File: src/hw/rtl/piau_pkg.sv
// Package for the padded integer to ASCII unit.
// Holds sizes, radix and character codes, controller states and the
// command/status structs shared by controller and datapath. No dependencies.
`timescale 1ns / 1ps

package piau_pkg;

  localparam int MAX_CHARS  = 64;
  localparam int ADDR_W     = $clog2(MAX_CHARS);
  localparam int CNT_W      = $clog2(MAX_CHARS + 1);
  localparam int NUM_W      = 64;
  localparam int STEP_W     = $clog2(NUM_W);
  localparam int BCD_DIGITS = 20;
  localparam int BCD_W      = 4 * BCD_DIGITS;
  localparam int CHAR_W     = 8;
  localparam int FW_W       = 7;

  localparam logic [CHAR_W-1:0] CH_ZERO  = 8'h30;
  localparam logic [CHAR_W-1:0] CH_A     = 8'h61;
  localparam logic [CHAR_W-1:0] CH_MINUS = 8'h2d;
  localparam logic [CHAR_W-1:0] CH_SPACE = 8'h20;

  typedef enum logic [1:0] {
    RADIX_BIN  = 2'd0,
    RADIX_DEC  = 2'd1,
    RADIX_HEX  = 2'd2,
    RADIX_NONE = 2'd3
  } radix_t;

  typedef enum logic [2:0] {
    ST_IDLE,
    ST_DABBLE,
    ST_EXTRACT,
    ST_SIGN,
    ST_SETUP,
    ST_PAD,
    ST_TEXT
  } state_t;

  typedef struct packed {
    logic load;
    logic dabble;
    logic extract;
    logic sign;
    logic setup;
    logic pad;
    logic text;
  } cmd_t;

  typedef struct packed {
    logic   in_zero;
    radix_t in_radix;
    logic   dabble_done;
    logic   extract_done;
    logic   pad_nz;
    logic   cnt_nz;
    logic   load_ok;
    logic   pad_last;
    logic   ptr_last;
    logic   ptr_nz;
  } status_t;

  function automatic logic [CHAR_W-1:0] digit_char(input logic [3:0] d);
    logic [CHAR_W-1:0] dx;
    dx = {{(CHAR_W-4){1'b0}}, d};
    return (d > 4'd9) ? (CH_A + dx - 8'd10) : (CH_ZERO + dx);
  endfunction

endpackage

File: src/hw/rtl/piau_ctrl.sv
// Controller FSM of the padded integer to ASCII unit: sequences load,
// BCD conversion, digit extraction, sign, padding and text. Uses piau_pkg.
`timescale 1ns / 1ps

module piau_ctrl import piau_pkg::*; (
  input  logic    clk,
  input  logic    rst_n,
  input  logic    in_valid,
  output logic    in_ready,
  input  status_t status,
  output cmd_t    cmd
);

  state_t state_r, state_nxt;

  always_ff @(posedge clk) begin
    if (!rst_n) begin
      state_r <= ST_IDLE;
    end else begin
      state_r <= state_nxt;
    end
  end

  always_comb begin
    state_nxt = state_r;
    cmd       = '0;
    in_ready  = 1'b0;
    case (state_r)
      ST_IDLE: begin
        in_ready = 1'b1;
        if (in_valid) begin
          cmd.load = 1'b1;
          if (status.in_zero) begin
            state_nxt = ST_SETUP;
          end else begin
            case (status.in_radix)
              RADIX_DEC:            state_nxt = ST_DABBLE;
              RADIX_BIN, RADIX_HEX: state_nxt = ST_EXTRACT;
              default:              state_nxt = ST_SETUP;
            endcase
          end
        end
      end
      ST_DABBLE: begin
        cmd.dabble = 1'b1;
        if (status.dabble_done) begin
          state_nxt = ST_EXTRACT;
        end
      end
      ST_EXTRACT: begin
        cmd.extract = 1'b1;
        if (status.extract_done) begin
          state_nxt = ST_SIGN;
        end
      end
      ST_SIGN: begin
        cmd.sign  = 1'b1;
        state_nxt = ST_SETUP;
      end
      ST_SETUP: begin
        cmd.setup = 1'b1;
        if (status.pad_nz) begin
          state_nxt = ST_PAD;
        end else if (status.cnt_nz) begin
          state_nxt = ST_TEXT;
        end else begin
          state_nxt = ST_IDLE;
        end
      end
      ST_PAD: begin
        cmd.pad = 1'b1;
        if (status.load_ok && status.pad_last) begin
          state_nxt = status.ptr_nz ? ST_TEXT : ST_IDLE;
        end
      end
      ST_TEXT: begin
        cmd.text = 1'b1;
        if (status.load_ok && status.ptr_last) begin
          state_nxt = ST_IDLE;
        end
      end
      default: begin
        state_nxt = ST_IDLE;
      end
    endcase
  end

endmodule

File: config.mk
export PLATFORM = sky130hd
export DESIGN_NAME = piau_ctrl
export DESIGN_NICKNAME = d
export VERILOG_FILES = /design/src/hw/rtl/piau_pkg.sv /design/src/hw/rtl/piau_ctrl.sv
export SDC_FILE = /design/constraint.sdc
export NUM_CORES = 1
export LEC_CHECK = 0
export ABC_AREA = 1
export BUFFER_PORTS_ARGS = -buffer_cell sky130_fd_sc_hd__buf_2
export CAP_MARGIN = 20
export CELL_PAD_IN_SITES_DETAIL_PLACEMENT = 1
export CELL_PAD_IN_SITES_GLOBAL_PLACEMENT = 1
export CORE_MARGIN = 8
export CORE_UTILIZATION = 24
export DETAILED_ROUTE_END_ITERATION = 8
export PLACE_DENSITY_LB_ADDON = 0.15
export SYNTH_ARGS = -nofsm -noshare
export SYNTH_HDL_FRONTEND = slang
export SYNTH_SLANG_ARGS = --single-unit
File: constraint.sdc
create_clock -name clk -period 1.2 [get_ports clk]
set_input_delay 0.3 -clock clk [delete_from_list [all_inputs] [get_ports clk]]
set_output_delay 0.3 -clock clk [all_outputs]
set_load 0.05 [all_outputs]
-- Yosys cells after proc, flatten, opt, wreduce, memory -nomap -nowiden
Index checks and enable logic that the tools add are counted.
- register bits: 3
- bits of input ports: 14
- word-level logic and storage cells: 40
- reduce and logical (&&, ||, !) cells: 6
- equality and inequality tests: 13
- mux-type cells: 20
- operators by type and width (kind ; number):
    3-bit two-way mux ; 9
    3-bit case mux with 7 select lines ; 1
    2-bit inequality test, second input constant ; 5
    3-bit equality test, second input constant ; 3
    1-bit two-way mux ; 9
    3-bit by 2-bit equality test with 1-bit output, second input constant ; 2
    3-bit case mux with 2 select lines ; 1
    5-bit AND reduction ; 1
    3-bit by 1-bit equality test with 1-bit output, second input constant ; 1
    3-bit logical NOT ; 1
    2-bit by 1-bit equality test with 1-bit output, second input constant ; 1
    2-bit equality test, second input constant ; 1
    1-bit logical AND ; 2
    2-bit logical NOT ; 1
    2-bit OR reduction ; 1

-- Depth between registers and ports, before layout
Gate-level depths: netlist (run 1).
- depth after elaboration: 6
- mapped depth: 10
- mapped depth without buffers: 9

-- Least setup slack after synthesis (run 1)
OpenSTA, ideal clock, no wires.
- path kind: register to output
- from: register state_r[2]
- to: output cmd[1] in the netlist's numbering
- path slack: -656 ps
- stages on the path, launching flop included: 4
- buffers on the path: 1
- required time: 900 ps
- data arrival time: 1556 ps
- path through: dfxtp_1 buf_4 inv_2 nor3_1
- RTL lines (element ; line ; source):
    start: declaration ; piau_ctrl.sv:14 ; state_t state_r, state_nxt;
    start signal: assignment ; piau_ctrl.sv:20 ; state_r <= state_nxt;
    end: declaration ; piau_ctrl.sv:11 ; output cmd_t cmd

==> impl_metrics.csv, run 1 <==
group,metric,value,unit
clock_tree,clkSinkCount,3,
hold_path,hold_depth,3,
flow_run,cap_violations,0,
routing,vias_per_cell,4.575,
timing,setup_violations,11,
critical_path,r2r_cells,8,
power,p_leak,0.0004375,uW
critical_path,path_cells,"inv_4, nor2_4, nand2_2, clkinvlp_4, buf_8",
critical_path,cp-endpoint,"cmd[3]",
cells_and_area,reg.largest.list,"state_r (3)",
global_route,track_usage,12.43,%
cells_and_area,registers.top_by_ff_count,"state_r",
cells_and_area,instances_no_fill,127,
clock_tree,worstSkewPairLatency,0.24,ns
synthesis,synth_cells,67,
timing,skew,0.007301,ns
cells_and_area,num_antenna_cells,0,
status,status,"finished with violations",
global_route,grt_pass1_wl,2801,microns
clock_tree,cts_tree,"done",
critical_path,crit-reg2reg-launch,"state_r[2]$_SDFFE_PN0P_",
global_route,antenna_found_initial,0,
clock_tree,root_buffer,"clkbuf_4",
power,pwr_density_cell,2623,nW/um^2
critical_path,cp.arrival,1.10,ns
synthesis,ys_seq_area_share,16.44,%
floorplan,start_util,24.83,%
timing,tightest_slew,0.2124,ns
critical_path,cp.required,0.90,ns
critical_path,rr_endpoint,"state_r[0]$_SDFFE_PN0P_",
critical_path,crit_path_end_kind,"output pin",
floorplan,die_height,55.02,microns
floorplan,core,1471,sq um
routing,dr_total_vias,581,
critical_path,rrSetupSlack,-0.15,ns
timing,layout_min_cycle_time,1.401,ns
cells_and_area,layout_commonest_cell,"buf_4",
routing,wl,1703,microns
status,violations,"negative setup slack",
timing,grt_setup_unrepaired,"yes",
critical_path,cp_max_fo,4,
routing,ant_nets,0,
placement,place_inst,112,
cells_and_area,layout_common_cells,"buf_4, buf_2, nand2_2",
synthesis,netlist_area,365.4,sq um
clock_tree,path_clk_slew,0.04,ns
placement,numPortBuffers,21,
critical_path,critPathKind,"reg2out",
clock_tree,htreeDepth,1,
routing,drtIter0Drc,4,
global_route,first_global_vias,679,
clock_tree,ctsHoldBuffers,0,
synthesis,avgSynthCellArea,5.453,sq um
global_route,grt_max_degree,7,
critical_path,cpMaxStageDelayCell,"dfxtp_4",
synthesis,synth_fp_nets,81,
global_route,gr-total-overflow,0,
cells_and_area,area.growth.synth_to_final,138.4,%
cells_and_area,largest_reg_flops,3,
timing,slew_violations,0,
hold_path,hp-class,"in2reg",
timing,slew_headroom,85.81,%
timing,setup_ws,-0.2009,ns
power,total_power,2284,uW
floorplan,die_area,3027,sq um
synthesis,ys_ff_latch,3,
critical_path,crit_path_start_kind,"flop",
floorplan,rows,14,
cells_and_area,layout.nets,126,
routing,wl_per_cell,13.41,microns
floorplan,die_width,55.02,microns
power,max-vdd-ir-drop,0.001156,V
clock_tree,clockBufferDepth,2,
timing,clock.fmax,713.8,MHz
routing,drc,0,
placement,dp_hpwl,1185,microns
timing,hold_violations,0,
critical_path,max_stage_delay,0.38,ns
cells_and_area,drive_gt1_share,73.87,%
critical_path,cp-startpoint,"state_r[1]$_SDFFE_PN0P_",
routing,dr.pass1.iters,2,
synthesis,synth.distinct_cells,16,
clock_tree,cts_made_buffers,3,
timing,min_period_over_period,116.7,%
synthesis,yosys_warnings,0,
floorplan,num_io_pins,22,
placement,globalplace.congestion,0.7238,
## kinds of logic (layout without fill, tap and decap cells)
logic type,count (synthesis),count (layout),synth area share (%)
simple gates,46,46,60.62
buf+inv,14,58,17.47
compound gates,4,4,5.477
flops,3,3,16.44
## through the flow
stage	area (sq um)	hold WS (ns)	util, %	worst slack, ns	TNS [ns]
2_1_floorplan	426.7	0.4131	-	-0.06356	-0.2430
3_3_place_gp	616.8	0.5526	41.92	-0.09246	-0.5909
3_5_place_dp	616.8	0.5502	41.92	-0.1245	-0.8030
4_1_cts	839.6	0.2985	57.06	-0.1934	-1.641
5_1_grt	870.8	0.3279	59.18	-0.2487	-2.433
6_report	870.8	0.3204	59.18	-0.2009	-1.830
## cell usage after synthesis, drive strengths merged
cell | count | area [sq um]
nor2 | 18 | 85.08
dfxtp | 3 | 60.06
inv | 12 | 45.04
o21ai | 3 | 15.01
nor3 | 1 | 5.000
nand4 | 3 | 18.77
nand2 | 20 | 82.58
nand3 | 4 | 30.03
buf | 2 | 18.77
a21oi | 1 | 5.000
## per-layer routing
metal | routed length, microns | track usage, % | vias up | part of all wire (%)
met5 | 0 | 0 | - | 0
met1 | 656 | 12.44 | 268 | 39
met2 | 933 | 24.53 | 17 | 55
li1 | - | - | 296 | -
met3 | 114 | 2.406 | 0 | 6.7
met4 | 0 | 4.400 | 0 | 0
## layout make-up
| cell class | count | area (sq um) |
|---|---|---|
| well taps | 16 | 20.02 |
| inverters | 12 | 68.82 |
| fillers | 198 | 600.6 |
| clock buffers | 4 | 26.28 |
| flip-flops and latches | 3 | 71.32 |
| multi-input cells | 50 | 329.1 |
| repair buffers | 42 | 355.3 |
## power by group
part	internal (uW)	switching, uW
Clock	125	58.4
Combinational	862	985
Sequential	159	94.4
Total	1150	1140
## critical path, delay by kind of cell (launching register included)
kind | cells | cell delay [ns]
buf+inv | 3 | 0.26
flops | 1 | 0.38
simple gates | 2 | 0.22
## how the worst min path moves through the flow
stage / start / to
after floorplan: rst_n / state_r[1]$_SDFFE_PN0P_
after global placement: rst_n / state_r[1]$_SDFFE_PN0P_
after detailed placement: rst_n / state_r[1]$_SDFFE_PN0P_
after CTS: rst_n / state_r[1]$_SDFFE_PN0P_
after global routing: rst_n / state_r[0]$_SDFFE_PN0P_
final: rst_n / state_r[0]$_SDFFE_PN0P_
## repair_timing
action,in CTS,in global routing
gates resized for setup,41,6
buffers inserted,9,3
pin swaps,10,12
endpoints found under the setup margin,11,11
No activity file was read; power rests on OpenSTA's default activity.
==> run 2, diff against run 1 <==
SETUP_SLACK_MARGIN = 0.15   (was default)
==> impl_metrics.csv, run 2 (synthesized netlist as in run 1, its figures left out) <==
group,metric,value,unit
timing,hold_violations,0,
cells_and_area,layout_commonest_cell,"buf_4",
floorplan,rows,14,
critical_path,rrSetupSlack,-0.09,ns
cells_and_area,registers.top_by_ff_count,"state_r",
critical_path,rr_endpoint,"state_r[0]$_SDFFE_PN0P_",
routing,dr.pass1.iters,2,
global_route,track_usage,12.27,%
placement,dpl-instance-area,621.8,sq um
clock_tree,cts_tree,"done",
global_route,grt_max_degree,7,
timing,setup_ws,-0.1833,ns
flow_run,cap_violations,0,
cells_and_area,area.growth.synth_to_final,128.1,%
critical_path,crit-reg2reg-launch,"state_r[1]$_SDFFE_PN0P_",
routing,drc,0,
critical_path,critPathKind,"reg2out",
critical_path,cp.arrival,1.08,ns
cells_and_area,layout_common_cells,"buf_4, buf_2, nand2_1",
status,violations,"negative setup slack",
routing,dr_total_vias,571,
cells_and_area,layout.nets,124,
floorplan,die_width,55.02,microns
cells_and_area,fillers,191,
timing,slew_violations,0,
global_route,first_global_vias,653,
global_route,gr-total-overflow,0,
clock_tree,root_buffer,"clkbuf_4",
routing,vias_per_cell,4.568,
cells_and_area,num_antenna_cells,0,
global_route,antenna_found_initial,0,
clock_tree,clkSinkCount,3,
placement,numPortBuffers,21,
hold_path,hold_depth,3,
power,p_leak,0.0004218,uW
power,power_frac_seq,11.2,%
floorplan,core,1471,sq um
cells_and_area,drive_gt1_share,68.81,%
timing,min_period_over_period,115.3,%
critical_path,crit_path_end_kind,"output pin",
cells_and_area,reg.largest.list,"state_r (3)",
routing,drtIter0Drc,5,
global_route,grt_pass1_wl,2801,microns
routing,wl_per_cell,13.06,microns
clock_tree,htreeDepth,1,
hold_path,min_to,"state_r[1]$_SDFFE_PN0P_",
clock_tree,clockBufferDepth,2,
critical_path,cp_max_fo,4,
power,power.net_switching,1094,uW
floorplan,num_io_pins,22,
timing,hold_slack,0.3118,ns
clock_tree,worstSkewPairLatency,0.23,ns
cells_and_area,largest_reg_flops,3,
power,pwr-share-clk,8.0,%
power,p_comb_share,80.8,%
power,pwr_density_cell,2613,nW/um^2
critical_path,r2r_cells,10,
critical_path,crit_path_start_kind,"flop",
timing,tightest_slew,0.2251,ns
hold_path,hp-class,"in2reg",
floorplan,die_height,55.02,microns
power,max-vdd-ir-drop,0.001379,V
routing,wl,1632,microns
status,status,"finished with violations",
cells_and_area,instances_no_fill,125,
clock_tree,cts_made_buffers,3,
timing,clock.fmax,722.9,MHz
timing,slew_headroom,84.99,%
clock_tree,path_clk_slew,0.04,ns
placement,dp_hpwl,1236,microns
power,swShare,50.24,%
critical_path,cp.required,0.90,ns
cells_and_area,post-route-cell-area,833.3,sq um
placement,globalplace.congestion,0.7405,
power,p_int,1083,uW
routing,ant_nets,0,
placement,dp_slack,-0.1163,ns
timing,grt_setup_unrepaired,"yes",
timing,layout_min_cycle_time,1.383,ns
floorplan,start_util,24.83,%
placement,place_inst,112,
timing,setup_violations,11,
floorplan,die_area,3027,sq um
timing,skew,0.003795,ns
hold_path,hp-start,"rst_n",
run 2: changes by cell type in the layout (fill, tap and decap cells not counted), moves of 2 or more:
cell,delta
nand2_1,+4
nand2_2,-4
buf_6,+2
buf_4,-2
run 2: area by class of cell:
type                            instances  area (sq um)  share of cell area [%]
Clock buffer                            4         26.28                   3.153
Inverter                               12         71.32                   8.559
Multi-Input combinational cell         50         316.6                   37.99
Sequential cell                         3         71.32                   8.559
Tap cell                               16         20.02                   2.402
Timing Repair Buffer                   40         327.8                   39.34
run 2: power by group through the flow:
stage	logic, uW	registers (uW)	clock network, uW
floorplan	969	185	0
global placement	1240	206	0
detailed placement	1270	210	0
CTS	1640	245	176
global route	1890	252	196
finish	1760	244	173
run 2: timing repair:
| item | 4_1_cts | 5_1_grt |
|---|---|---|
| hold buffers | 0 | 0 |
| endpoints found under the hold margin | 0 | 0 |
| setup endpoints to repair | 11 | 11 |
| pin swaps | 9 | 5 |
| resized for setup | 35 | 4 |
| buffers inserted | 6 | 3 |
run 2: stage by stage:
| stage | util [%] | power [uW] | setup TNS, ns |
|---|---|---|---|
| 2_1_floorplan | - | 1153 | -0.2577 |
| 3_3_place_gp | 42.26 | 1450 | -0.5762 |
| 3_5_place_dp | 42.26 | 1477 | -0.9681 |
| 4_1_cts | 54.59 | 2065 | -1.553 |
| 5_1_grt | 56.63 | 2341 | -2.252 |
| 6_report | 56.63 | 2177 | -1.557 |
run 2: worst max path at each step:
| stage | to | start | cells after the start | slack [ns] |
|---|---|---|---|---|
| floorplan | state_r[2]$_SDFFE_PN0P_ | state_r[2]$_SDFFE_PN0P_ | 8 | -0.06 |
| global placement | cmd[5] | state_r[0]$_SDFFE_PN0P_ | 4 | -0.08 |
| detailed placement | cmd[6] | state_r[0]$_SDFFE_PN0P_ | 4 | -0.12 |
| CTS | cmd[6] | state_r[1]$_SDFFE_PN0P_ | 4 | -0.19 |
| global route | cmd[6] | state_r[1]$_SDFFE_PN0P_ | 4 | -0.25 |
| finish | cmd[6] | state_r[1]$_SDFFE_PN0P_ | 4 | -0.18 |
run 2: worst max-delay path, cell delays in order, from the launching register on:
cell and delay (ns):
dfxtp_4 0.35, nor2_4 0.15, nand2_4 0.10, nor2_4 0.09
buf_6 0.16
run 2: layer usage:
metal  GRT usage (%)  wire length [microns]  part of all wire [%]
met5               0                      0                     0
met4           4.800                     18                   1.1
met3           4.011                    122                   7.5
met2           22.64                    844                    52
met1           12.46                    647                    40
