### src/hw/rtl/piau_ram.sv
// Generic simple dual-port RAM, one write and one registered read port.
// No dependencies.
`timescale 1ns / 1ps

module piau_ram #(
  parameter int WIDTH = 8,
  parameter int DEPTH = 64
) (
  input  logic                     clk,
  input  logic                     we,
  input  logic [$clog2(DEPTH)-1:0] waddr,
  input  logic [WIDTH-1:0]         wdata,
  input  logic [$clog2(DEPTH)-1:0] raddr,
  output logic [WIDTH-1:0]         rdata
);

  logic [WIDTH-1:0] mem [DEPTH];

  always_ff @(posedge clk) begin
    if (we) begin
      mem[waddr] <= wdata;
    end
    rdata <= mem[raddr];
  end

endmodule

### config.mk
export PLATFORM = sky130hd
export DESIGN_NAME = piau_ram
export DESIGN_NICKNAME = d
export VERILOG_FILES = /design/src/hw/rtl/piau_ram.sv
export SDC_FILE = /design/constraint.sdc
export NUM_CORES = 1
export LEC_CHECK = 0
export BUFFER_PORTS_ARGS = -buffer_cell sky130_fd_sc_hd__buf_2
export CORE_MARGIN = 2
export CORE_UTILIZATION = 40
export CTS_BUF_LIST = sky130_fd_sc_hd__clkbuf_4 sky130_fd_sc_hd__clkbuf_8 sky130_fd_sc_hd__clkbuf_16
export DETAILED_ROUTE_END_ITERATION = 7
export GPL_TIMING_DRIVEN = 0
export SLEW_MARGIN = 20
export SYNTH_ARGS = -nofsm -noshare
export SYNTH_HDL_FRONTEND = slang
export SYNTH_SLANG_ARGS = --single-unit
### constraint.sdc
create_clock -name clk -period 2.53 [get_ports clk]
set_input_delay 0.253 -clock clk [delete_from_list [all_inputs] [get_ports clk]]
set_output_delay 0.253 -clock clk [all_outputs]
set_load 0.01 [all_outputs]
# Word-level counts from Yosys, hierarchy flattened
# Memories as Yosys holds them, arrays and structs flattened. A register that Yosys moved wholly into a read port is not among the register bits.
# Index checks and enable logic that the tools add are counted.
# Widths: inputs -> output; s select.
dict set report classes {
  n_addsub 0
  multipliers 0
  n_div 0
  magnitude_cmp 0
  n_eq_ne 0
  shift 0
  n_mux 2
  bitwise 0
  n_reduce_logical 0
}
# cell count
set op_table {}
lappend op_table {{$mux 1} 2}
dict set report word_totals {
  reg_bits 0
  latch_bits 0
  mem_bits_rw 512
  mem_bits_ro 0
  input_bits 22
  out_inout_bits 8
  wordCells 3
  memories 1
}
# memory words width read_ports rd_clocked_by_memory_dff write_ports line
set memory_table {}
lappend memory_table {mem 64 8 1 1 1 17} ;# logic [WIDTH-1:0] mem [DEPTH];

# Logic depth before layout (Yosys ltp)
# Gate-level depths: netlist of run 1.
dict set report logic_depth {
  depth_word 2
  depth_mapped 9
  ltp_nobuf 5
}

# Worst setup path before layout of run 1
# No wires, ideal clock.
dict set report synth_timing {
  path_kind {input -> register}
  from {input raddr[1]}
  to {register rdata[3], read port of mem}
  setup_ns 0.128
  t_arrival_ns 1.793
  required_ns 2.402
  slack_ns 0.609
  path_stages 7
  path_buffers 3
  cell_sequence {buf_4 -> buf_2 -> buf_2 -> mux4_2 -> mux4_2 -> o21ai_1 -> o41ai_1}
}
# element line
set synth_rtl {}
lappend synth_rtl {{start: declaration} 13} ;# input logic [$clog2(DEPTH)-1:0] raddr,
lappend synth_rtl {{end: declaration} 14} ;# output logic [WIDTH-1:0] rdata

==> key figures, run 1 <==
Outcome
  • Status: finished with violations
  • Violated checks: negative setup slack

Synthesis
  • Post-Syn Area: 0.02017 mm^2
  • Post-synthesis share of cell area spent on and, or, nand and nor gates: 3.388%
  • Multiplexer fraction of the synthesized cell area: 15.94%
  • Library cell with the largest summed area after synthesis: sky130_fd_sc_hd__edfxtp_1
  • Largest family of logic cells by synthesized area: multiplexers
  • Share of the yosys chip area belonging to registers: 77.03%
  • Yosys top cell area share: 76.24%
  • Post-synthesis xor/xnor area fraction: 0%
  • Adder-Cell Fraction of Synth Area: 0%
  • Most used flip-flop cell after synthesis: sky130_fd_sc_hd__edfxtp_1
  • Synthesized area per cell: 21.45 um^2
  • Most used standard cell by instance count after synthesis: sky130_fd_sc_hd__edfxtp_1
  • Number of flip-flops and latches in the synthesized netlist: 520
  • Synth top area cells: sky130_fd_sc_hd__edfxtp_1, sky130_fd_sc_hd__mux4_2, sky130_fd_sc_hd__nor2_1
  • Synthesized-area fraction occupied by ao, oa, aoi and oai cells: 2.072%
  • Ranking of synthesized cells by instance count: sky130_fd_sc_hd__edfxtp_1, sky130_fd_sc_hd__mux4_2, sky130_fd_sc_hd__nor2_1, sky130_fd_sc_hd__mux2i_1, sky130_fd_sc_hd__nand2_1
  • Unique masters post-synth: 40
  • FFs w/ async S/R, synth: 0%
  • Synthesized instance count: 940
  • Number of warnings reported in the yosys synthesis log: 0
  • Syn nets: 962
  • Number of flops mapped to enable cells by yosys: 512

Routing
  • Wirelength, routed: 48.20 mm
  • Vias per inst: 5.640
  • Routed wire length per instance: 27.91 um
  • Residual DRC count: 0
  • Total via count after detailed routing: 9,740
  • DR iter-0 viols: 1,208
  • Number of nets with antenna violations after detailed routing: 0
  • Length of the first detailed-routing pass in iterations: 5

Final layout
  • Layout net count: 1,036
  • Layout-stage area growth over the synthesis result: 12.99%
  • Post-route design area: 0.02279 mm^2
  • Layout filler cell count: 4,174
  • Finished Core Util: 45.61%
  • Fraction of layout instances using a drive strength above 1: 26.73%
  • ANT cells: 0

Clock network
  • Clock-pin transition on the worst setup and hold timing paths: 60 ps
  • Clock tree from TritonCTS: built
  • Clock sink count: 520
  • Cell at the root of the clock tree: sky130_fd_sc_hd__clkbuf_16
  • Clock H-tree levels: 2
  • Largest buffer count on any clock path: 3
  • CTS hold repair buffers: 0
  • Clock latency of the later-clocked register in the worst-skew pair: 580 ps
  • Number of buffers added by the clock tree synthesis step: 51

Critical path
  • Endpoint type of the worst setup path: register
  • Highest net fanout along the worst path: 10
  • Crit Path Category: primary input to register
  • Data arrival, critical path: 2960 ps
  • Required time reported for the critical path endpoint: 2950 ps
  • Worst setup SP type: primary input

Timing
  • Post-route worst setup slack: -7.935 ps
  • Max-slew violation total from the final report: 0
  • Setup repair after global routing missed its margin: no
  • Skew final: 10.15 ps
  • Hold_ws: 179.8 ps
  • Headroom to the max-slew limit: 29.89%
  • Pin slew with the least headroom to its limit: 1052 ps
  • Accumulated negative setup slack: -7.935 ps
  • Post-route minimum period: 2538 ps
  • Setup-failing EPs final: 1
  • Final hold violation count: 0
  • Achievable Freq: 394.0 MHz
  • Final period utilization: 100.3%

Placed design
  • Placer Congestion: 0.8919
  • Number of I/O port buffers: 21
  • Post-Place Cell Area: 0.02113 mm^2
  • HPWL after detailed placement: 30.46 mm

Power and ir drop
  • Power density over the cells: 784.3 mW/mm^2
  • Power Internal: 14.14 mW
  • Portion of total power attributed to the clock network: 41.2%
  • Max IR drop VDD: 0.4909 mV
  • LEAKAGE: 7.050 nW
  • Part of the total power dissipated in combinational logic: 5.3%
  • Seq pwr share: 53.4%
  • Sw Ratio: 20.88%
  • Switching Power: 3.732 mW

Floorplan
  • Core Box Area: 0.04997 mm^2
  • Num rows: 82
  • Effective utilization at floorplan: 40.36%
  • Die Area: 0.05223 mm^2
  • Die extent in x: 228.5 um
  • Top-Level Pins: 30
  • Height of the die: 228.5 um

Global routing
  • Maximum number of pins on one net before global-route repair: 65
  • Number of global-route vias before repair: 9,852
  • Global-route wire length before repair: 69.75 mm
  • Overall fraction of global-route tracks in use: 18.70%
  • GRT overflow: 0
  • Antenna violations before repair: 1

Job
  • Max Cap Violations: 0

Min path
  • Min-Delay Path Class: primary input to register
[cells in the final DEF, fill, tap and decap left out, drive strengths merged, types with 6 or more instances in the layout]
cell,count
nor2,83
mux2,13
nand2b,7
nor3,7
nor2b,14
nand3,13
o22ai,8
a221oi,6
edfxtp,512
dfxtp,8
clkinv,15
mux4,126
buf,53
nand2,19
o221ai,8
mux2i,23
clkbuf,95
[cell families after synthesis]
family,after synthesis
mux,162
compound gates,54
simple gates,153
flops,520
buf+inv,51
[repair_timing]
item	4_1_cts	5_1_grt
setup buffers	0	0
resized for setup	0	4
setup endpoints to repair	0	3
[final timing paths]
path,slack [ps],cells past startpoint,startpoint,end
max,-8,7,raddr[2],rdata[7]
min,180,2,raddr[5],rdata[3]
max reg2reg,330,4,mem[51][7],rdata[7]
min reg2reg,910,4,mem[6][7],rdata[7]
[area by class of cell]
| class | instances | area [um^2] | share of cell area, % |
|---|---|---|---|
| buffer | 51 | 320.3 | 1.406 |
| clock buffer | 76 | 1524 | 6.688 |
| clock inverter | 18 | 111.4 | 0.4887 |
| multi-input combinational | 369 | 4330 | 19.00 |
| sequential | 520 | 15530 | 68.17 |
| tap | 672 | 840.8 | 3.690 |
| timing repair buffer | 21 | 125.1 | 0.5491 |
[registers in the layout (all words and copies together), names as in the netlist]
register  count
mem         512
rdata         8
[metrics by stage]
step | setup slack, ps | power [mW] | std cells
floorplan | 609.3 | 10.25 | 940
global placement | -584.5 | 10.67 | 1633
detailed placement | -601.5 | 10.69 | 1633
CTS | 18.76 | 17.97 | 1727
global route | 5.206 | 18.37 | 1727
finish | -7.935 | 17.87 | 1727
[worst max-delay path, stage by stage]
cell and delay [ps]:
sky130_fd_sc_hd__buf_2 180, sky130_fd_sc_hd__buf_4 260, sky130_fd_sc_hd__clkbuf_1 620, sky130_fd_sc_hd__buf_2 550, sky130_fd_sc_hd__mux4_2 440, sky130_fd_sc_hd__o21ai_0 440, sky130_fd_sc_hd__nand2_1 190
[layer usage]
metal / share of wire (%) / GRT usage (%)
met1: 43 / 26.37
met3: 7.6 / 4.067
met4: 3.9 / 8.047
met2: 46 / 28.23
met5: 0.035 / 0
[power groups by stage]
stage | combinational (mW) | clock [mW] | sequential [mW]
2_1_floorplan | 0.508 | 0 | 9.74
3_3_place_gp | 0.940 | 0 | 9.73
3_5_place_dp | 0.955 | 0 | 9.74
4_1_cts | 0.955 | 7.46 | 9.56
5_1_grt | 1.01 | 7.80 | 9.55
6_report | 0.955 | 7.37 | 9.55
(Power assumes the default switching activity.)
==> run 2: changes to the inputs <==
- ABC_AREA: default -> 1
- PLACE_DENSITY_LB_ADDON: default -> 0.05
==> run 2 against run 1 <==
The run now ends clean. Count of clock-buffer cells in the layout fell by 1. Setup slack improved by 130 ps. Largest power group unchanged. Combinational power rose by 42%. Via count rose by 47%. Clock skew rose by 16 ps.
==> key figures, run 2 <==
Timing
  • Setup repair after global routing missed its margin: no
  • Post-route minimum period: 2410 ps (-128.4 ps)
  • Final period utilization: 95.24% (-5.1 points)
  • Pin slew with the least headroom to its limit: 1133 ps (+81.13 ps)
  • Max-slew violation total from the final report: 0 (unchanged)
  • Achievable Freq: 415.0 MHz (+5.3%)
  • Final hold violation count: 0 (unchanged)
  • Skew final: 25.70 ps (+15.54 ps)
  • Headroom to the max-slew limit: 24.20% (-5.7 points)
  • Setup-failing EPs final: 0 (-1)
  • Hold_ws: 41.52 ps (-138.2 ps)
  • Post-route worst setup slack: 120.4 ps (+128.4 ps)

Floorplan
  • Top-Level Pins: 30 (unchanged)
  • Die Area: 0.05521 mm^2 (+5.7%)
  • Core Box Area: 0.05266 mm^2 (+5.4%)
  • Num rows: 84 (+2.4%)
  • Die extent in x: 235.0 um (+2.8%)
  • Effective utilization at floorplan: 40.53% (+0.16 points)
  • Height of the die: 235.0 um (+2.8%)

Clock network
  • Clock tree from TritonCTS: built
  • CTS hold repair buffers: 0 (unchanged)
  • Clock latency of the later-clocked register in the worst-skew pair: 620 ps (+40 ps)
  • Clock sink count: 520 (unchanged)
  • Resized cells post-CTS: 0 (unchanged)
  • Number of buffers added by the clock tree synthesis step: 56 (+9.8%)
  • Clock H-tree levels: 2 (unchanged)
  • Largest buffer count on any clock path: 3 (unchanged)
  • Cell at the root of the clock tree: sky130_fd_sc_hd__clkbuf_16
  • Clock-pin transition on the worst setup and hold timing paths: 60 ps (about the same)
  • Post-CTS setup-driven buffer insertion count: 0 (unchanged)

Routing
  • Vias per inst: 5.443 (-3.5%)
  • Total via count after detailed routing: 14,340 (+47%)
  • Number of nets with antenna violations after detailed routing: 0 (unchanged)
  • DR iter-0 viols: 1,574 (+30%)
  • Residual DRC count: 0 (unchanged)
  • Wirelength, routed: 68.45 mm (+42%)
  • Length of the first detailed-routing pass in iterations: 8 (+3)
  • Routed wire length per instance: 25.98 um (-6.9%)

Power and ir drop
  • Sw Ratio: 23.11% (+2.2 points)
  • Part of the total power dissipated in combinational logic: 7.1% (+1.8 points)
  • Switching Power: 4.429 mW (+19%)
  • Seq pwr share: 49.8% (-3.6 points)
  • Portion of total power attributed to the clock network: 43.1% (+1.9 points)
  • Power Internal: 14.73 mW (+4.2%)
  • Power density over the cells: 783.1 mW/mm^2 (-0.16%)
  • Max IR drop VDD: 0.5449 mV (+11%)
  • LEAKAGE: 8.874 nW (+26%)

Final layout
  • Layout filler cell count: 4,784 (+15%)
  • Layout-stage area growth over the synthesis result: 14.68%
  • Commonest non-fill, non-tap cells in the layout: sky130_fd_sc_hd__nand2_1, sky130_fd_sc_hd__edfxtp_1, sky130_fd_sc_hd__nand3_1, sky130_fd_sc_hd__clkbuf_16, sky130_fd_sc_hd__nor2_1
  • Flip-flop and latch area: 0.01553 mm^2 (unchanged)
  • Non-filler cells in the finished layout: 2,635 (+53%)
  • Leading cell type in the layout, fill and taps excluded: sky130_fd_sc_hd__nand2_1
  • Layout net count: 1,921 (+85%)
  • Largest registers ranked by flip-flop count: mem (512), rdata (8)
  • Largest register by flop count: mem
  • Finished Core Util: 46.48% (+0.87 points)
  • Fraction of layout instances using a drive strength above 1: 11.97% (-15 points)
  • Area occupied by multi-input gates: 0.005001 mm^2 (+15%)
  • Flip-flop count of the largest register after layout: 512 (unchanged)
  • Post-route design area: 0.02447 mm^2 (+7.4%)

Critical path
  • Worst setup SP type: primary input
  • Crit Path Category: primary input to register
  • Highest net fanout along the worst path: 9 (-1)
  • Worst Reg-to-Reg Cells: 8 (+4)
  • Required time reported for the critical path endpoint: 2750 ps (-200 ps)
  • Endpoint type of the worst setup path: register
  • Data arrival, critical path: 2630 ps (-330 ps)

Synthesis
  • Number of warnings reported in the yosys synthesis log: 0 (unchanged)
  • Most used flip-flop cell after synthesis: sky130_fd_sc_hd__edfxtp_1
  • Post-Syn Area: 0.02134 mm^2 (+5.8%)
  • Synth top area cells: sky130_fd_sc_hd__edfxtp_1, sky130_fd_sc_hd__nand2_1, sky130_fd_sc_hd__nand3_1
  • Share of the yosys chip area belonging to registers: 72.80% (-4.2 points)
  • Number of flip-flops and latches in the synthesized netlist: 520 (unchanged)
  • Yosys top cell area share: 72.05% (-4.2 points)
  • Syn nets: 1,827 (+90%)
  • Library cell with the largest summed area after synthesis: sky130_fd_sc_hd__edfxtp_1
  • Most used standard cell by instance count after synthesis: sky130_fd_sc_hd__nand2_1
  • Ranking of synthesized cells by instance count: sky130_fd_sc_hd__nand2_1, sky130_fd_sc_hd__edfxtp_1, sky130_fd_sc_hd__nand3_1, sky130_fd_sc_hd__nor2_1, sky130_fd_sc_hd__buf_2
  • Unique masters post-synth: 16 (-60%)
  • FFs w/ async S/R, synth: 0% (unchanged)
  • Synthesized instance count: 1,805 (+92%)
  • Number of flops mapped to enable cells by yosys: 512 (unchanged)
  • Synthesized area per cell: 11.82 um^2 (-45%)

Placed design
  • Setup slack after placement: -421.0 ps (+180.5 ps)
  • HPWL after detailed placement: 47.01 mm (+54%)
  • Placer Congestion: 0.8901 (-0.20%)
  • Count of placed standard cells including taps: 2,529 (+55%)
  • Post-Place Cell Area: 0.02261 mm^2 (+7.0%)
  • Number of I/O port buffers: 21 (unchanged)

Global routing
  • Maximum number of pins on one net before global-route repair: 65 (unchanged)
  • Antenna violations before repair: 2 (+1)
  • Number of global-route vias before repair: 13,570 (+38%)
  • GRT overflow: 0 (unchanged)
  • Global-route wire length before repair: 97.46 mm (+40%)
  • Overall fraction of global-route tracks in use: 24.72% (+6.0 points)

Outcome
  • Status: finished clean

Min path
  • Min-Delay Path Class: primary input to register
  • Cell depth of the worst hold path: 1 (-1)

Job
  • Max Cap Violations: 0 (unchanged)
-- run 2: cell types whose count changed after synthesis, moves of 10 or more --
cell                      previous run  this run
sky130_fd_sc_hd__nand2_1            19       648
sky130_fd_sc_hd__nand3_1            13       439
sky130_fd_sc_hd__mux4_2            126         0
sky130_fd_sc_hd__buf_6               4        35
sky130_fd_sc_hd__nor2_1             83        56
sky130_fd_sc_hd__buf_2              11        37
sky130_fd_sc_hd__mux2i_1            23         0
sky130_fd_sc_hd__nor2b_1            14         0
sky130_fd_sc_hd__mux2_2             13         0
sky130_fd_sc_hd__inv_1               0        10
-- run 2: cell families after synthesis --
kind of cell,synth area share [%]
buffers and inverters,4.022
DFF,72.80
and+or+nand+nor,23.18
-- run 2: path summary, 6_finish.rpt --
kind / from / end / slack [ps]
worst max register to register: mem[29][1] / rdata[1] / 1030
worst min-delay path: wdata[6] / mem[15][6] / 40
worst max-delay path: waddr[1] / mem[40][2] / 120
worst min register to register: mem[40][4] / rdata[4] / 970
-- run 2: power by group through the flow --
stage / combinational, mW / sequential (mW) / clock [mW]
3_5_place_dp: 1.35 / 9.73 / 0
3_3_place_gp: 1.30 / 9.74 / 0
6_report: 1.36 / 9.55 / 8.25
5_1_grt: 1.46 / 9.55 / 8.69
2_1_floorplan: 0.670 / 9.74 / 0
4_1_cts: 1.35 / 9.55 / 8.36
-- run 2: layout make-up --
type	count	share of cell area, %
Timing Repair Buffer	36	1.452
Antenna cell	1	0.01023
Tap cell	688	3.518
Clock buffer	75	6.560
Inverter	12	0.2045
Multi-Input combinational cell	1160	20.44
Sequential cell	520	63.48
Buffer	113	3.303
Clock inverter	30	1.038
-- run 2: metal layers --
metal	wire (um)	track usage (%)	share of wire [%]	vias up
met3	4734	4.077	6.9	87
met1	31790	36.81	46	7148
met2	30300	37.52	44	549
met5	11	0	0.016	-
met4	1617	6.770	2.4	2
li1	-	-	-	6557
-- run 2: critical path: stages --
cell	delay, ps
sky130_fd_sc_hd__clkbuf_1	220
sky130_fd_sc_hd__inv_1	320
sky130_fd_sc_hd__nand4_1	710
sky130_fd_sc_hd__nor2_1	1120
-- run 2: per-stage QoR --
stage | power, mW | setup TNS (ps)
after floorplan | 10.41 | 0
after global placement | 11.04 | -60110
after detailed placement | 11.08 | -49620
after CTS | 19.26 | 0
after global routing | 19.70 | 0
final | 19.16 | 0
==> run 3: changes to the inputs <==
- ABC_AREA: 1 -> default
- CORE_UTILIZATION: 40 -> 62
- CTS_BUF_LIST: sky130_fd_sc_hd__clkbuf_4 sky130_fd_sc_hd__clkbuf_8 sky130_fd_sc_hd__clkbuf_16 -> default
==> run 3 against run 2 <==
Clock power is 12% lower. Flip-flop and latch count stayed put. First-iteration DRC count shrank 13%. Sequential power about the same. Worst hold slack better by 68 ps. Utilization rose by 23 points. Via count decreased by 31%. Register-to-register slack worse by 950 ps. Final area decreased by 8.2%. Maximum frequency decreased by 1.7%. Largest cell class unchanged. Largest power group unchanged.
==> key figures, run 3 (synthesized netlist as in run 1, its figures left out) <==
Outcome
  • Status: finished clean

Power and ir drop
  • Portion of total power attributed to the clock network: 40.8% (-2.3 points)
  • Power density over the cells: 789.5 mW/mm^2 (+0.81%)
  • Sum of internal, switching and leakage power: 17.73 mW (-7.5%)
  • Sw Ratio: 20.42% (-2.7 points)
  • Seq pwr share: 53.9% (+4.1 points)
  • Switching Power: 3.620 mW (-18%)
  • Part of the total power dissipated in combinational logic: 5.3% (-1.8 points)
  • Max IR drop VDD: 0.6853 mV (+26%)
  • Power Internal: 14.11 mW (-4.2%)
  • LEAKAGE: 6.990 nW (-21%)

Timing
  • Skew final: 9.657 ps (-16.04 ps)
  • Final hold violation count: 0 (unchanged)
  • Post-route minimum period: 2450 ps (+40.90 ps)
  • Setup-failing EPs final: 0 (unchanged)
  • Setup repair after global routing missed its margin: no
  • Headroom to the max-slew limit: 22.29% (-1.9 points)
  • Pin slew with the least headroom to its limit: 1136 ps (+3.537 ps)
  • Achievable Freq: 408.1 MHz (-1.7%)
  • Post-route worst setup slack: 79.54 ps (-40.90 ps)
  • Final period utilization: 96.86% (+1.6 points)
  • Max-slew violation total from the final report: 0 (unchanged)

Floorplan
  • Top-Level Pins: 30 (unchanged)
  • Num rows: 66 (-21%)
  • Effective utilization at floorplan: 62.46% (+22 points)
  • Height of the die: 184.4 um (-22%)
  • Core Box Area: 0.03229 mm^2 (-39%)
  • Die extent in x: 184.4 um (-22%)
  • Die Area: 0.03398 mm^2 (-38%)

Clock network
  • Clock H-tree levels: 2 (unchanged)
  • Resized cells post-CTS: 0 (unchanged)
  • Clock tree from TritonCTS: built
  • Clock latency of the later-clocked register in the worst-skew pair: 550 ps (-70 ps)
  • Number of buffers added by the clock tree synthesis step: 50 (-11%)
  • Largest buffer count on any clock path: 3 (unchanged)
  • Clock sink count: 520 (unchanged)
  • Clock-pin transition on the worst setup and hold timing paths: 60 ps (about the same)
  • Post-CTS setup-driven buffer insertion count: 0 (unchanged)
  • Cell at the root of the clock tree: sky130_fd_sc_hd__clkbuf_16
  • CTS hold repair buffers: 0 (unchanged)

Routing
  • Routed wire length per instance: 30.57 um (+18%)
  • Vias per inst: 6.578 (+21%)
  • Length of the first detailed-routing pass in iterations: 6 (-2)
  • Residual DRC count: 0 (unchanged)
  • Wirelength, routed: 45.74 mm (-33%)
  • Total via count after detailed routing: 9,841 (-31%)
  • DR iter-0 viols: 1,367 (-13%)
  • Number of nets with antenna violations after detailed routing: 0 (unchanged)

Critical path
  • Required time reported for the critical path endpoint: 2900 ps (+150 ps)
  • Crit Path Category: register to register
  • Cell type group with the largest total delay on the critical path: compound AO/OA/AOI/OAI gates
  • Highest net fanout along the worst path: 1 (-8)
  • Worst path cell trace: mux4_2, nor2b_1, a2111oi_0, o41ai_1
  • Maximum single-stage delay on the critical path: 1010 ps (-110 ps)
  • Data arrival, critical path: 2820 ps (+190 ps)
  • Max stage delay cell, worst path: sky130_fd_sc_hd__a2111oi_0
  • Endpoint type of the worst setup path: register
  • Number of buffer and inverter stages on the critical path: 0 (-2)
  • Worst setup SP type: register

Min path
  • Min-Delay Path Class: primary input to register

Global routing
  • Maximum number of pins on one net before global-route repair: 65 (unchanged)
  • Global-route wire length before repair: 66.16 mm (-32%)
  • Antenna violations before repair: 0 (-2)
  • Overall fraction of global-route tracks in use: 27.86% (+3.1 points)
  • Number of global-route vias before repair: 9,834 (-28%)
  • GRT overflow: 0 (unchanged)

Final layout
  • Flip-flop count of the largest register after layout: 512 (unchanged)
  • Layout filler cell count: 2,004 (-58%)
  • Largest registers ranked by flip-flop count: mem (512), rdata (8)
  • Layout net count: 1,034 (-46%)
  • Largest register by flop count: mem
  • Layout-stage area growth over the synthesis result: 11.36%
  • Fraction of layout instances using a drive strength above 1: 24.41% (+12 points)
  • Non-filler cells in the finished layout: 1,496 (-43%)
  • Leading cell type in the layout, fill and taps excluded: sky130_fd_sc_hd__edfxtp_1
  • Commonest non-fill, non-tap cells in the layout: sky130_fd_sc_hd__edfxtp_1, sky130_fd_sc_hd__mux4_2, sky130_fd_sc_hd__nor2_1, sky130_fd_sc_hd__clkbuf_16, sky130_fd_sc_hd__clkbuf_1

Placed design
  • Count of placed standard cells including taps: 1,404 (-44%)
  • Number of I/O port buffers: 21 (unchanged)
  • HPWL after detailed placement: 29.03 mm (-38%)
  • Setup slack after placement: -497.4 ps (-76.41 ps)
  • Placer Congestion: 0.9019 (+1.3%)

Job
  • Max Cap Violations: 0 (unchanged)
[run 3: cell type report]
cell class | count | area (um^2) | share of cell area (%)
clock buffer | 72 | 1398 | 6.223
antenna | 1 | 2.502 | 0.01114
timing repair buffer | 22 | 142.6 | 0.6351
clock inverter | 21 | 192.7 | 0.8580
multi-input combinational | 369 | 4325 | 19.26
buffer | 49 | 309.0 | 1.376
sequential | 520 | 15530 | 69.17
tap | 442 | 553.0 | 2.463
[run 3: path summary, 6_finish.rpt]
check | from | depth (start not counted) | slack (ps) | end
hold / removal | raddr[5] | 2 | 110 | rdata[5]
setup reg to reg | mem[2][5] | 4 | 80 | rdata[5]
setup / recovery | mem[2][5] | 4 | 80 | rdata[5]
hold reg to reg | mem[22][1] | 4 | 960 | rdata[1]
[run 3: power by group through the flow]
stage	Combinational [mW]	Clock, mW	Sequential [mW]
after CTS	0.939	7.30	9.55
final	0.940	7.24	9.55
after global placement	0.917	0	9.74
after global routing	0.985	7.66	9.55
after detailed placement	0.937	0	9.74
after floorplan	0.508	0	9.74
[run 3: worst reg2reg max path, stage by stage (launching register included)]
cell	delay, ps
sky130_fd_sc_hd__edfxtp_1	370
sky130_fd_sc_hd__mux4_2	490
sky130_fd_sc_hd__nor2b_1	150
sky130_fd_sc_hd__a2111oi_0	1010
sky130_fd_sc_hd__o41ai_1	250
[run 3: metrics by stage]
stage               hold WS [ps]  area, um^2  setup TNS, ps  util (%)
detailed placement         646.9       20860         -10850     64.61
global route               99.48       22460              0     69.55
floorplan                  351.9       20170              0         -
global placement           647.6       20830          -3656     64.50
CTS                        107.8       22450              0     69.54
finish                     109.8       22460              0     69.55
[run 3: layer usage]
layer  track usage, %  vias up  part of all wire, %
met1            41.34     5168                   40
met3            4.347       96                  9.1
met5                0        -                    0
li1                 -     4077                    -
met4            8.256        0                  2.9
met2            43.91      500                   48
